<file path="config.mk">
export PLATFORM = sky130hd
export DESIGN_NAME = mosaic_slot_pixel_placer_unit
export DESIGN_NICKNAME = d
export VERILOG_FILES = /design/src/mosp_pkg.sv /design/src/mosp_front.sv /design/src/mosp_queue.sv /design/src/mosp_back.sv /design/src/mosaic_slot_pixel_placer_unit.sv
export SDC_FILE = /design/constraint.sdc
export NUM_CORES = 2
export LEC_CHECK = 0
export BUFFER_PORTS_ARGS = -buffer_cell sky130_fd_sc_hd__buf_4
export CORE_MARGIN = 5
export CORE_UTILIZATION = 59
export DETAILED_ROUTE_END_ITERATION = 10
export GPL_ROUTABILITY_DRIVEN = 0
export PLACE_DENSITY = 0.82
export SYNTH_ARGS = -nofsm -noshare
export SYNTH_HDL_FRONTEND = slang
export SYNTH_SLANG_ARGS = --single-unit
</file>
<file path="constraint.sdc">
create_clock -name clk -period 22.5 [get_ports clk]
set_input_delay 4.5 -clock clk [delete_from_list [all_inputs] [get_ports clk]]
set_output_delay 4.5 -clock clk [all_outputs]
set_load 0.01 [all_outputs]
</file>
<file path="src/mosp_pkg.sv">
// shared types, constants and helper functions for the mosaic slot pixel placer
`default_nettype none
package mosp_pkg;

  localparam int DIM_W = 13;
  localparam int POS_W = 12;
  localparam int ADDR_W = 25;
  localparam int SUM_W = 30;
  localparam int AREA_W = 2 * DIM_W;
  localparam int QUEUE_DEPTH = 2;
  localparam int QPTR_W = $clog2(QUEUE_DEPTH);
  localparam logic [7:0] CLEAR_VALUE = 8'd128;
  localparam logic [16:0] DIV3_MAGIC = 17'd43691;

  typedef enum logic [1:0] {
    LAYOUT_3P4  = 2'd0,
    LAYOUT_1P7  = 2'd1,
    LAYOUT_1P5  = 2'd2,
    LAYOUT_1P1C = 2'd3
  } layout_t;

  typedef enum logic [1:0] {
    REG_LAYOUT       = 2'd0,
    REG_FRAME_WIDTH  = 2'd1,
    REG_FRAME_HEIGHT = 2'd2,
    REG_SLOT_COUNT   = 2'd3
  } reg_index_t;

  localparam logic OP_PLACE = 1'b0;
  localparam logic OP_CLEAR = 1'b1;

  localparam logic [1:0] PLANE_Y = 2'd0;
  localparam logic [1:0] PLANE_U = 2'd1;
  localparam logic [1:0] PLANE_V = 2'd2;

  typedef enum logic [2:0] {
    SZ_HALF      = 3'd0,
    SZ_QUARTER   = 3'd1,
    SZ_THREE_QTR = 3'd2,
    SZ_TWO_THIRD = 3'd3,
    SZ_THIRD     = 3'd4
  } size_class_t;

  typedef struct packed {
    logic             operation;
    logic [2:0]       slot;
    logic [1:0]       plane;
    logic [POS_W-1:0] row;
    logic [POS_W-1:0] column;
    logic [7:0]       pixel_value;
    logic [DIM_W-1:0] picture_width;
    logic [DIM_W-1:0] picture_height;
  } request_t;

  typedef struct packed {
    logic [ADDR_W-1:0] frame_address;
    logic [7:0]        pixel_out;
    logic              write_enable;
    logic              slot_rejected;
    logic              needs_resize;
    logic [DIM_W-1:0]  slot_width;
    logic [DIM_W-1:0]  slot_height;
  } result_t;

  typedef struct packed {
    logic [DIM_W-1:0]  w;
    logic [DIM_W-1:0]  w_half;
    logic [DIM_W-1:0]  w_qtr;
    logic [DIM_W-1:0]  w_3q;
    logic [DIM_W-1:0]  w_2t;
    logic [DIM_W-1:0]  w_3rd;
    logic [DIM_W-1:0]  h_half;
    logic [DIM_W-1:0]  h_qtr;
    logic [DIM_W-1:0]  h_3q;
    logic [DIM_W-1:0]  h_2t;
    logic [DIM_W-1:0]  h_3rd;
    logic [AREA_W-1:0] wh;
  } dims_t;

  typedef struct packed {
    logic        ok;
    logic [1:0]  gi;
    logic [1:0]  gj;
    size_class_t size;
  } geom_t;

  typedef struct packed {
    logic             rejected;
    logic [1:0]       plane;
    logic [POS_W-1:0] row;
    logic [POS_W-1:0] column;
    logic [7:0]       pixel_out;
    logic             write_enable;
    logic             needs_resize;
    logic [DIM_W-1:0] slot_width;
    logic [DIM_W-1:0] slot_height;
    logic [1:0]       gi;
    logic [1:0]       gj;
  } task_t;

  // exact x/3 for x below 2^14
  function automatic logic [DIM_W-1:0] div3(input logic [DIM_W:0] x);
    logic [30:0] p;
    p = 31'(x) * 31'(DIV3_MAGIC);
    return p[DIM_W+16:17];
  endfunction

  function automatic geom_t slot_geom(input layout_t lay, input logic [2:0] s);
    geom_t g;
    g = '0;
    g.ok = 1'b1;
    unique case (lay)
      LAYOUT_3P4: begin
        g.size = (s < 3'd3) ? SZ_HALF : SZ_QUARTER;
        unique case (s)
          3'd0: begin g.gi = 2'd0; g.gj = 2'd0; end
          3'd1: begin g.gi = 2'd0; g.gj = 2'd1; end
          3'd2: begin g.gi = 2'd1; g.gj = 2'd0; end
          3'd3: begin g.gi = 2'd2; g.gj = 2'd2; end
          3'd4: begin g.gi = 2'd2; g.gj = 2'd3; end
          3'd5: begin g.gi = 2'd3; g.gj = 2'd2; end
          3'd6: begin g.gi = 2'd3; g.gj = 2'd3; end
          default: g.ok = 1'b0;
        endcase
      end
      LAYOUT_1P7: begin
        g.size = (s == 3'd0) ? SZ_THREE_QTR : SZ_QUARTER;
        unique case (s)
          3'd0: begin g.gi = 2'd0; g.gj = 2'd0; end
          3'd1: begin g.gi = 2'd0; g.gj = 2'd3; end
          3'd2: begin g.gi = 2'd1; g.gj = 2'd3; end
          3'd3: begin g.gi = 2'd2; g.gj = 2'd3; end
          3'd4: begin g.gi = 2'd3; g.gj = 2'd0; end
          3'd5: begin g.gi = 2'd3; g.gj = 2'd1; end
          3'd6: begin g.gi = 2'd3; g.gj = 2'd2; end
          default: begin g.gi = 2'd3; g.gj = 2'd3; end
        endcase
      end
      LAYOUT_1P5: begin
        g.size = (s == 3'd0) ? SZ_TWO_THIRD : SZ_THIRD;
        unique case (s)
          3'd0: begin g.gi = 2'd0; g.gj = 2'd0; end
          3'd1: begin g.gi = 2'd0; g.gj = 2'd2; end
          3'd2: begin g.gi = 2'd1; g.gj = 2'd2; end
          3'd3: begin g.gi = 2'd2; g.gj = 2'd0; end
          3'd4: begin g.gi = 2'd2; g.gj = 2'd1; end
          3'd5: begin g.gi = 2'd2; g.gj = 2'd2; end
          default: g.ok = 1'b0;
        endcase
      end
      default: begin
        g.size = SZ_HALF;
        g.gi = 2'd0;
        g.gj = {1'b0, s[0]};
        g.ok = (s < 3'd2);
      end
    endcase
    return g;
  endfunction

endpackage
`default_nettype wire

</file>
<file path="src/mosp_front.sv">
// front part: takes one transaction, resolves slot geometry, checks and classifies it
`default_nettype none
module mosp_front (
  input  wire logic                clk,
  input  wire logic                rst,
  input  wire logic                start,
  output logic                     busy,
  input  wire mosp_pkg::request_t  request,
  input  wire mosp_pkg::layout_t   layout,
  input  wire logic [3:0]          slot_count,
  input  wire mosp_pkg::dims_t     dims,
  input  wire logic                full,
  output logic                     push,
  output mosp_pkg::task_t          entry
);

  mosp_pkg::request_t held;
  logic               held_valid;
  mosp_pkg::geom_t    g;
  logic [mosp_pkg::DIM_W-1:0] sw;
  logic [mosp_pkg::DIM_W-1:0] sh;
  logic in_slot;
  logic same;
  logic rejected;

  assign busy = held_valid && full;
  assign push = held_valid && !full;

  always_ff @(posedge clk) begin
    if (rst) begin
      held_valid <= 1'b0;
    end else if (start && !busy) begin
      held_valid <= 1'b1;
    end else if (push) begin
      held_valid <= 1'b0;
    end
  end

  always_ff @(posedge clk) begin
    if (start && !busy) begin
      held <= request;
    end
  end

  always_comb begin
    g = mosp_pkg::slot_geom(layout, held.slot);
    rejected = !g.ok || ({1'b0, held.slot} >= slot_count);
    unique case (g.size)
      mosp_pkg::SZ_HALF:      begin sw = dims.w_half; sh = dims.h_half; end
      mosp_pkg::SZ_QUARTER:   begin sw = dims.w_qtr;  sh = dims.h_qtr;  end
      mosp_pkg::SZ_THREE_QTR: begin sw = dims.w_3q;   sh = dims.h_3q;   end
      mosp_pkg::SZ_TWO_THIRD: begin sw = dims.w_2t;   sh = dims.h_2t;   end
      mosp_pkg::SZ_THIRD:     begin sw = dims.w_3rd;  sh = dims.h_3rd;  end
      default:                begin sw = dims.w_half; sh = dims.h_half; end
    endcase
    if (held.plane == mosp_pkg::PLANE_Y) begin
      in_slot = ({1'b0, held.row} < sh) && ({1'b0, held.column} < sw);
    end else if (held.plane == mosp_pkg::PLANE_U || held.plane == mosp_pkg::PLANE_V) begin
      in_slot = ({1'b0, held.row} < (sh >> 1)) && ({1'b0, held.column} < (sw >> 1));
    end else begin
      in_slot = 1'b0;
    end
    same = (held.picture_width == sw) && (held.picture_height == sh);

    entry = '0;
    if (rejected) begin
      entry.rejected = 1'b1;
    end else begin
      entry.plane       = held.plane;
      entry.row         = held.row;
      entry.column      = held.column;
      entry.slot_width  = sw;
      entry.slot_height = sh;
      entry.gi          = g.gi;
      entry.gj          = g.gj;
      if (held.operation == mosp_pkg::OP_CLEAR) begin
        entry.pixel_out    = mosp_pkg::CLEAR_VALUE;
        entry.write_enable = in_slot;
      end else begin
        entry.pixel_out    = held.pixel_value;
        entry.write_enable = in_slot && same;
        entry.needs_resize = !same && (held.picture_width != '0)
                             && (held.picture_height != '0);
      end
    end
  end

endmodule
`default_nettype wire

</file>
<file path="src/mosp_queue.sv">
// short queue of classified transactions between front and back
`default_nettype none
module mosp_queue (
  input  wire logic             clk,
  input  wire logic             rst,
  input  wire logic             push,
  input  wire mosp_pkg::task_t  din,
  output logic                  full,
  input  wire logic             pop,
  output logic                  valid,
  output mosp_pkg::task_t       head
);

  mosp_pkg::task_t               slots [mosp_pkg::QUEUE_DEPTH];
  logic [mosp_pkg::QPTR_W-1:0]   wr_ptr;
  logic [mosp_pkg::QPTR_W-1:0]   rd_ptr;
  logic [mosp_pkg::QPTR_W:0]     count;
  logic do_push;
  logic do_pop;

  assign full    = count == (mosp_pkg::QPTR_W + 1)'(mosp_pkg::QUEUE_DEPTH);
  assign valid   = count != '0;
  assign head    = slots[rd_ptr];
  assign do_push = push && !full;
  assign do_pop  = pop && valid;

  always_ff @(posedge clk) begin
    if (rst) begin
      wr_ptr <= '0;
      rd_ptr <= '0;
      count  <= '0;
    end else begin
      if (do_push) begin
        wr_ptr <= wr_ptr + 1'b1;
      end
      if (do_pop) begin
        rd_ptr <= rd_ptr + 1'b1;
      end
      if (do_push && !do_pop) begin
        count <= count + 1'b1;
      end else if (do_pop && !do_push) begin
        count <= count - 1'b1;
      end
    end
  end

  always_ff @(posedge clk) begin
    if (do_push) begin
      slots[wr_ptr] <= din;
    end
  end

endmodule
`default_nettype wire

</file>
<file path="src/mosp_back.sv">
// back part: three-stage address pipeline and result register
`default_nettype none
module mosp_back (
  input  wire logic             clk,
  input  wire logic             rst,
  input  wire logic             in_valid,
  input  wire mosp_pkg::task_t  entry,
  output logic                  pop,
  input  wire logic             centered,
  input  wire mosp_pkg::dims_t  dims,
  output logic                  done,
  output mosp_pkg::result_t     result
);

  localparam int SW = mosp_pkg::SUM_W;

  logic                          s1_valid;
  mosp_pkg::task_t               s1;
  logic [mosp_pkg::AREA_W-1:0]   s1_wsh;
  logic [mosp_pkg::ADDR_W-1:0]   s1_rowterm;
  logic [mosp_pkg::DIM_W+1:0]    s1_swgj;
  logic [mosp_pkg::DIM_W-1:0]    row_scale;

  logic                          s2_valid;
  mosp_pkg::task_t               s2;
  logic [SW-1:0]                 s2_offset;
  logic [SW-1:0]                 s2_rel;

  logic [SW-1:0] wsh_gi;
  logic [SW-1:0] yoff;
  logic [SW-1:0] coff;
  logic [SW-1:0] offset_next;
  logic [SW-1:0] rel_next;
  logic [SW-1:0] addr;
  mosp_pkg::result_t result_next;

  assign pop = in_valid;

  // stage 1: products
  always_comb begin
    row_scale = (entry.plane == mosp_pkg::PLANE_Y) ? dims.w : dims.w_half;
  end

  always_ff @(posedge clk) begin
    if (rst) begin
      s1_valid <= 1'b0;
    end else begin
      s1_valid <= in_valid;
    end
  end

  always_ff @(posedge clk) begin
    if (in_valid) begin
      s1         <= entry;
      s1_wsh     <= mosp_pkg::AREA_W'(dims.w) * mosp_pkg::AREA_W'(entry.slot_height);
      s1_rowterm <= mosp_pkg::ADDR_W'(entry.row) * mosp_pkg::ADDR_W'(row_scale);
      s1_swgj    <= (mosp_pkg::DIM_W + 2)'(entry.slot_width)
                    * (mosp_pkg::DIM_W + 2)'(entry.gj);
    end
  end

  // stage 2: slot offset and plane base
  always_comb begin
    wsh_gi = SW'(s1_wsh) * SW'(s1.gi);
    yoff = wsh_gi + SW'(s1_swgj) + (centered ? SW'(s1_wsh >> 1) : '0);
    coff = (wsh_gi >> 2) + SW'(s1_swgj >> 1) + (centered ? SW'(s1_wsh >> 3) : '0);
    rel_next = SW'(s1_rowterm) + SW'(s1.column);
    if (s1.plane == mosp_pkg::PLANE_Y) begin
      offset_next = yoff;
    end else if (s1.plane == mosp_pkg::PLANE_U) begin
      offset_next = SW'(dims.wh) + coff;
    end else if (s1.plane == mosp_pkg::PLANE_V) begin
      offset_next = SW'(dims.wh) + SW'(dims.wh >> 2) + coff;
    end else begin
      offset_next = '0;
      rel_next    = '0;
    end
  end

  always_ff @(posedge clk) begin
    if (rst) begin
      s2_valid <= 1'b0;
    end else begin
      s2_valid <= s1_valid;
    end
  end

  always_ff @(posedge clk) begin
    if (s1_valid) begin
      s2        <= s1;
      s2_offset <= offset_next;
      s2_rel    <= rel_next;
    end
  end

  // stage 3: final address and result register
  assign addr = s2_offset + s2_rel;

  always_comb begin
    result_next = '0;
    if (s2.rejected) begin
      result_next.slot_rejected = 1'b1;
    end else begin
      result_next.frame_address = addr[mosp_pkg::ADDR_W-1:0];
      result_next.pixel_out     = s2.pixel_out;
      result_next.write_enable  = s2.write_enable;
      result_next.needs_resize  = s2.needs_resize;
      result_next.slot_width    = s2.slot_width;
      result_next.slot_height   = s2.slot_height;
    end
  end

  always_ff @(posedge clk) begin
    if (rst) begin
      done <= 1'b0;
    end else begin
      done <= s2_valid;
    end
  end

  always_ff @(posedge clk) begin
    if (s2_valid) begin
      result <= result_next;
    end
  end

endmodule
`default_nettype wire

</file>
<file path="src/mosaic_slot_pixel_placer_unit.sv">
// top level of the mosaic slot pixel placer: config registers, front, queue, back
// path of a transaction: front register, queue, stage 1, stage 2, result register
// throughput: one per cycle while not busy, set by the single-issue front register
// and the three-stage address pipeline behind the queue; results cannot be stalled
// reset (rst, synchronous): layout 0, 640x480 frame, 7 slots; pipeline emptied
`default_nettype none
module mosaic_slot_pixel_placer_unit #(
  parameter int MAX_DIMENSION = 4096
) (
  input  wire logic                clk,
  input  wire logic                rst,
  input  wire logic                start,
  output logic                     busy,
  input  wire mosp_pkg::request_t  request,
  output logic                     done,
  output mosp_pkg::result_t        result,
  input  wire logic                cfg_write,
  input  wire logic [1:0]          cfg_index,
  input  wire logic [mosp_pkg::DIM_W-1:0] cfg_data
);

  localparam int DW1 = mosp_pkg::DIM_W + 1;
  localparam logic [DW1-1:0] MAX_DIM_V = DW1'(MAX_DIMENSION);

  mosp_pkg::layout_t          layout;
  logic [mosp_pkg::DIM_W-1:0] frame_width;
  logic [mosp_pkg::DIM_W-1:0] frame_height;
  logic [3:0]                 slot_count;
  mosp_pkg::dims_t            dims;
  mosp_pkg::dims_t            dims_next;
  logic [mosp_pkg::DIM_W-1:0] w_clamp;
  logic [mosp_pkg::DIM_W-1:0] h_clamp;
  logic [mosp_pkg::DIM_W+1:0] w_x3;
  logic [mosp_pkg::DIM_W+1:0] h_x3;

  logic            push;
  logic            full;
  mosp_pkg::task_t entry;
  logic            q_valid;
  logic            q_pop;
  mosp_pkg::task_t q_head;

  always_ff @(posedge clk) begin
    if (rst) begin
      layout       <= mosp_pkg::LAYOUT_3P4;
      frame_width  <= mosp_pkg::DIM_W'(640);
      frame_height <= mosp_pkg::DIM_W'(480);
      slot_count   <= 4'd7;
    end else if (cfg_write) begin
      unique case (mosp_pkg::reg_index_t'(cfg_index))
        mosp_pkg::REG_LAYOUT:       layout       <= mosp_pkg::layout_t'(cfg_data[1:0]);
        mosp_pkg::REG_FRAME_WIDTH:  frame_width  <= cfg_data;
        mosp_pkg::REG_FRAME_HEIGHT: frame_height <= cfg_data;
        mosp_pkg::REG_SLOT_COUNT:   slot_count   <= cfg_data[3:0];
        default: ;
      endcase
    end
  end

  // slot sizes follow the frame registers in the next cycle
  always_comb begin
    w_clamp = ({1'b0, frame_width} > MAX_DIM_V) ? MAX_DIM_V[mosp_pkg::DIM_W-1:0] : frame_width;
    h_clamp = ({1'b0, frame_height} > MAX_DIM_V) ? MAX_DIM_V[mosp_pkg::DIM_W-1:0] : frame_height;
    w_x3 = {2'b00, w_clamp} + {1'b0, w_clamp, 1'b0};
    h_x3 = {2'b00, h_clamp} + {1'b0, h_clamp, 1'b0};
    dims_next.w      = w_clamp;
    dims_next.w_half = w_clamp >> 1;
    dims_next.w_qtr  = w_clamp >> 2;
    dims_next.w_3q   = w_x3[mosp_pkg::DIM_W+1:2];
    dims_next.w_2t   = mosp_pkg::div3({w_clamp, 1'b0});
    dims_next.w_3rd  = mosp_pkg::div3({1'b0, w_clamp});
    dims_next.h_half = h_clamp >> 1;
    dims_next.h_qtr  = h_clamp >> 2;
    dims_next.h_3q   = h_x3[mosp_pkg::DIM_W+1:2];
    dims_next.h_2t   = mosp_pkg::div3({h_clamp, 1'b0});
    dims_next.h_3rd  = mosp_pkg::div3({1'b0, h_clamp});
    dims_next.wh     = mosp_pkg::AREA_W'(w_clamp) * mosp_pkg::AREA_W'(h_clamp);
  end

  always_ff @(posedge clk) begin
    dims <= dims_next;
  end

  mosp_front u_front (
    .clk        (clk),
    .rst        (rst),
    .start      (start),
    .busy       (busy),
    .request    (request),
    .layout     (layout),
    .slot_count (slot_count),
    .dims       (dims),
    .full       (full),
    .push       (push),
    .entry      (entry)
  );

  mosp_queue u_queue (
    .clk   (clk),
    .rst   (rst),
    .push  (push),
    .din   (entry),
    .full  (full),
    .pop   (q_pop),
    .valid (q_valid),
    .head  (q_head)
  );

  mosp_back u_back (
    .clk      (clk),
    .rst      (rst),
    .in_valid (q_valid),
    .entry    (q_head),
    .pop      (q_pop),
    .centered (layout == mosp_pkg::LAYOUT_1P1C),
    .dims     (dims),
    .done     (done),
    .result   (result)
  );

  // the back part never stalls, so the queue never fills
  a_never_busy: assert property (@(posedge clk) disable iff (rst) !busy)
    else $error("queue filled up");

  a_latency_fwd: assert property (@(posedge clk) disable iff (rst)
    (start && !busy) |-> ##5 done)
    else $error("transaction lost");

  a_latency_bwd: assert property (@(posedge clk) disable iff (rst)
    done |-> $past(start && !busy, 5))
    else $error("result without transaction");

  a_rejected_quiet: assert property (@(posedge clk) disable iff (rst)
    (done && result.slot_rejected) |->
      (!result.write_enable && !result.needs_resize && result.frame_address == '0))
    else $error("rejected slot produced a write");

endmodule
`default_nettype wire
</file>
==> impl_metrics.sql <==
INSERT INTO impl_metrics (metric_group, metric, value, unit) VALUES
('run_status', 'outcome', 'finished clean', ''),
('floorplanning', 'floorplan.io_pins', '147', ''),
('final_layout', 'num-nets-final', '6539', ''),
('sta', 'final-max-slew-violation-count', '0', ''),
('power_and_ir_drop', 'share_seq_of_total_power', '0.202', ''),
('global_route', 'number_of_antenna_violations_at_the_first_check_in_global_routing', '3', ''),
('synthesis', 'netlist-cell-type-count', '93', ''),
('cts', 'ctsLongestPathBuffers', '3', ''),
('route', 'drc_errors', '0', ''),
('worst_setup_path', 'timing_worst_setup_path_type', 'reg2reg', ''),
('sta', 'timing.final.crit_share', '0.381', ''),
('synthesis', 'cell_area_after_technology_mapping', '53500', 'µm²'),
('floorplanning', 'core_area', '90000', 'µm²'),
('worst_hold_path', 'timing.hold.worst.class', 'reg2reg', ''),
('worst_setup_path', 'worst_path_max_delay_cell', 'sky130_fd_sc_hd__edfxtp_1', ''),
('sta', 'unrepaired_setup_endpoints_after_global_routing', 'no', ''),
('sta', 'max_clock_freq', '0.117', 'GHz'),
('power_and_ir_drop', 'cellPowerDensity', '159', 'nW/µm²'),
('floorplanning', 'floorplan.initialDensity', '0.595', ''),
('route', 'dr.pass1.iters', '8', ''),
('route', 'drt-total-wl', '136', 'mm'),
('global_route', 'grt_util_all_layers', '0.279', ''),
('placement', 'pre_cts_slack', '14.15', 'ns'),
('floorplanning', 'site_rows', '110', ''),
('global_route', 'grtUsageMet2', '0.449', ''),
('cts', 'postCtsSetupRepairBufs', '0', ''),
('final_layout', 'num_antenna_cells', '0', ''),
('sta', 'fin_ws', '13.92', 'ns'),
('placement', 'portBuffers', '146', ''),
('global_route', 'grt_overflow', '0', ''),
('sta', 'timing_hold_violations_final', '0', ''),
('worst_setup_path', 'worstPathBufferInverterCount', '2', ''),
('synthesis', 'synth-xor-area-share', '0.0434', ''),
('worst_setup_path', 'worst_path_max_stage_delay', '0.74', 'ns'),
('synthesis', 'synth_enable_flop_cells', '466', ''),
('sta', 'finalWorstPathRequiredPeriod', '8.58', 'ns'),
('route', 'avgRoutedWirePerCell', '20.7', 'µm'),
('power_and_ir_drop', 'netSwitchingFraction', '0.474', ''),
('cts', 'clock_tree.root_cell', 'sky130_fd_sc_hd__clkbuf_16', ''),
('synthesis', 'synth-compound-area-share', '0.0985', ''),
('global_route', 'most_crowded_layer_after_global_routing', 'met2', ''),
('floorplanning', 'die_area', '96900', 'µm²'),
('worst_setup_path', 'critPathLaunchType', 'flop', ''),
('power_and_ir_drop', 'peakVddDrop', '0.337', 'mV'),
('cts', 'tritoncts.num_buffers', '68', ''),
('sta', 'finalClockSkew', '0.0372', 'ns'),
('sta', 'setup_violations_final', '0', ''),
('power_and_ir_drop', 'internal_power', '0.00485', 'W'),
('final_layout', 'drive_above_1_share', '0.0791', ''),
('synthesis', 'syn-instance-count', '5251', ''),
('worst_setup_path', 'arrival', '8.94', 'ns'),
('cts', 'cts.sink_count', '610', ''),
('route', 'final_antenna_net_count', '0', ''),
('synthesis', 'synth_top_family_by_area', 'adder cells', ''),
('synthesis', 'syn_area_per_cell', '10.2', 'µm²'),
('power_and_ir_drop', 'sw_power', '0.00438', 'W'),
('power_and_ir_drop', 'cellLeakagePower', '27.0', 'nW'),
('worst_setup_path', 'cpLargestDelayFamily', 'compound AO/OA/AOI/OAI gates', ''),
('worst_setup_path', 'crit_required', '22.86', 'ns'),
('cts', 'clk_pin_slew_worst_paths', '0.06', 'ns'),
('cts', 'clk-insertion-delay-late', '0.65', 'ns'),
('sta', 'worst_slew_margin_rel', '0.212', ''),
('cts', 'hold_buffers_post_cts', '0', ''),
('global_route', 'groute.layer.met3.usage', '0.0658', ''),
('power_and_ir_drop', 'combPwrFrac', '0.672', ''),
('synthesis', 'async_reset_ff_frac', '0', ''),
('worst_setup_path', 'worst_setup_path_end_kind', 'flop', ''),
('cts', 'maximum_level_of_the_cts_h_tree', '3', ''),
('synthesis', 'synthAdderAreaFrac', '0.330', ''),
('power_and_ir_drop', 'clock_power_share', '0.126', ''),
('sta', 'timing.setup.tns', '0', 'ns');
==> registers in the layout, summed over array words and instances, names as in the netlist, 2 cells and up, named ones only <==
name	flops
slot_count	4
dims	103
u_queue.slots	134
u_back.s2_offset	25
u_back.s2	37
u_back.s1_rowterm	25
frame_height	13
u_back.s2_rel	25
layout	2
u_back.s1	53
u_back.s1_wsh	26
u_queue.count	2
u_back.result	62
frame_width	13
u_front.held	64
u_back.s1_swgj	15
==> worst reg2reg max path: cells and delay by family (launching register included) <==
family	cells	cell delay (ns)
AOI/OAI and AO/OA	19	3.63
DFF	1	0.74
xor gates and xnor gates	3	0.71
adders and majority gates	6	2.35
and+or+nand+nor	5	0.79
buffers and inverters	2	0.12
==> metal layers <==
metal	share of wire	vias to the layer above	wire, µm
met4	0.059	2	8020
met2	0.45	1929	61700
met3	0.098	422	13300
met1	0.39	18897	53100
li1	-	17690	-
met5	0.000095	-	13
==> through the flow <==
| stage | hold slack (ns) | area, µm² | power (W) |
|---|---|---|---|
| 2_1_floorplan | 0.400 | 53500 | 0.00638 |
| 3_3_place_gp | 0.401 | 55800 | 0.00772 |
| 3_5_place_dp | 0.405 | 55800 | 0.00792 |
| 4_1_cts | 0.416 | 58200 | 0.00914 |
| 5_1_grt | 0.419 | 58200 | 0.00995 |
| 6_report | 0.414 | 58200 | 0.00923 |
==> power groups by stage <==
stage	Sequential [W]	Clock (W)	Combinational, W
after global routing	0.00189	0.00123	0.00684
after global placement	0.00188	0	0.00584
final	0.00187	0.00116	0.00620
after floorplan	0.00180	0	0.00458
after detailed placement	0.00189	0	0.00603
after CTS	0.00187	0.00118	0.00609
==> area by class of cell <==
type / instances / area (µm²)
clock buffers: 87 / 1850
well taps: 1176 / 1470
flip-flops and latches: 610 / 16900
repair buffers: 188 / 1410
clock inverters: 39 / 499
inverters: 781 / 2930
multi-input cells: 3705 / 33100
fillers: 6757 / 31800
==> final timing paths <==
kind	end	startpoint	depth (start not counted)	slack, ns
max	u_back.s2_offset[24]	u_back.s1[2]	35	13.92
min	u_back.s2[14]	u_back.s1[14]	0	0.41
max reg2reg	u_back.s2_offset[24]	u_back.s1[2]	35	13.92
min reg2reg	u_back.s2[14]	u_back.s1[14]	0	0.41
==> cell usage after synthesis, types with 19 or more instances <==
master                       n  area (µm²)
sky130_fd_sc_hd__a211oi_1   26         195
sky130_fd_sc_hd__a21o_1     88         661
sky130_fd_sc_hd__a21oi_1   251        1260
sky130_fd_sc_hd__a31oi_1    20         125
sky130_fd_sc_hd__and2_1    170        1060
sky130_fd_sc_hd__and3_1     35         219
sky130_fd_sc_hd__clkbuf_1  130         488
sky130_fd_sc_hd__dfxtp_1   144        2880
sky130_fd_sc_hd__edfxtp_1  466       14000
sky130_fd_sc_hd__fa_1      515       10300
sky130_fd_sc_hd__ha_1      587        7340
sky130_fd_sc_hd__inv_1     771        2890
sky130_fd_sc_hd__mux2_2     59         664
sky130_fd_sc_hd__mux2i_1    39         390
sky130_fd_sc_hd__nand2_1   509        1910
sky130_fd_sc_hd__nand2b_1   60         375
sky130_fd_sc_hd__nand3_1    34         170
sky130_fd_sc_hd__nand4_1    25         156
sky130_fd_sc_hd__nor2_1    371        1390
sky130_fd_sc_hd__nor2b_1    99         619
sky130_fd_sc_hd__nor3_1     52         260
sky130_fd_sc_hd__o21a_1     42         315
sky130_fd_sc_hd__o21ai_0   119         596
sky130_fd_sc_hd__o21ai_1    22         110
sky130_fd_sc_hd__o21bai_1   28         210
sky130_fd_sc_hd__or2_2      19         119
sky130_fd_sc_hd__or3_1      24         150
sky130_fd_sc_hd__xnor2_1   162        1420
sky130_fd_sc_hd__xor2_1    101         885
==> cells by family after synthesis <==
family / count (synthesis)
xor gates and xnor gates: 264
DFF: 610
muxes: 98
adders and majority gates: 1102
AOI/OAI and AO/OA: 798
other: 1
buffers and inverters: 937
and+or+nand+nor: 1441
No activity file was read; power rests on OpenSTA's default activity.
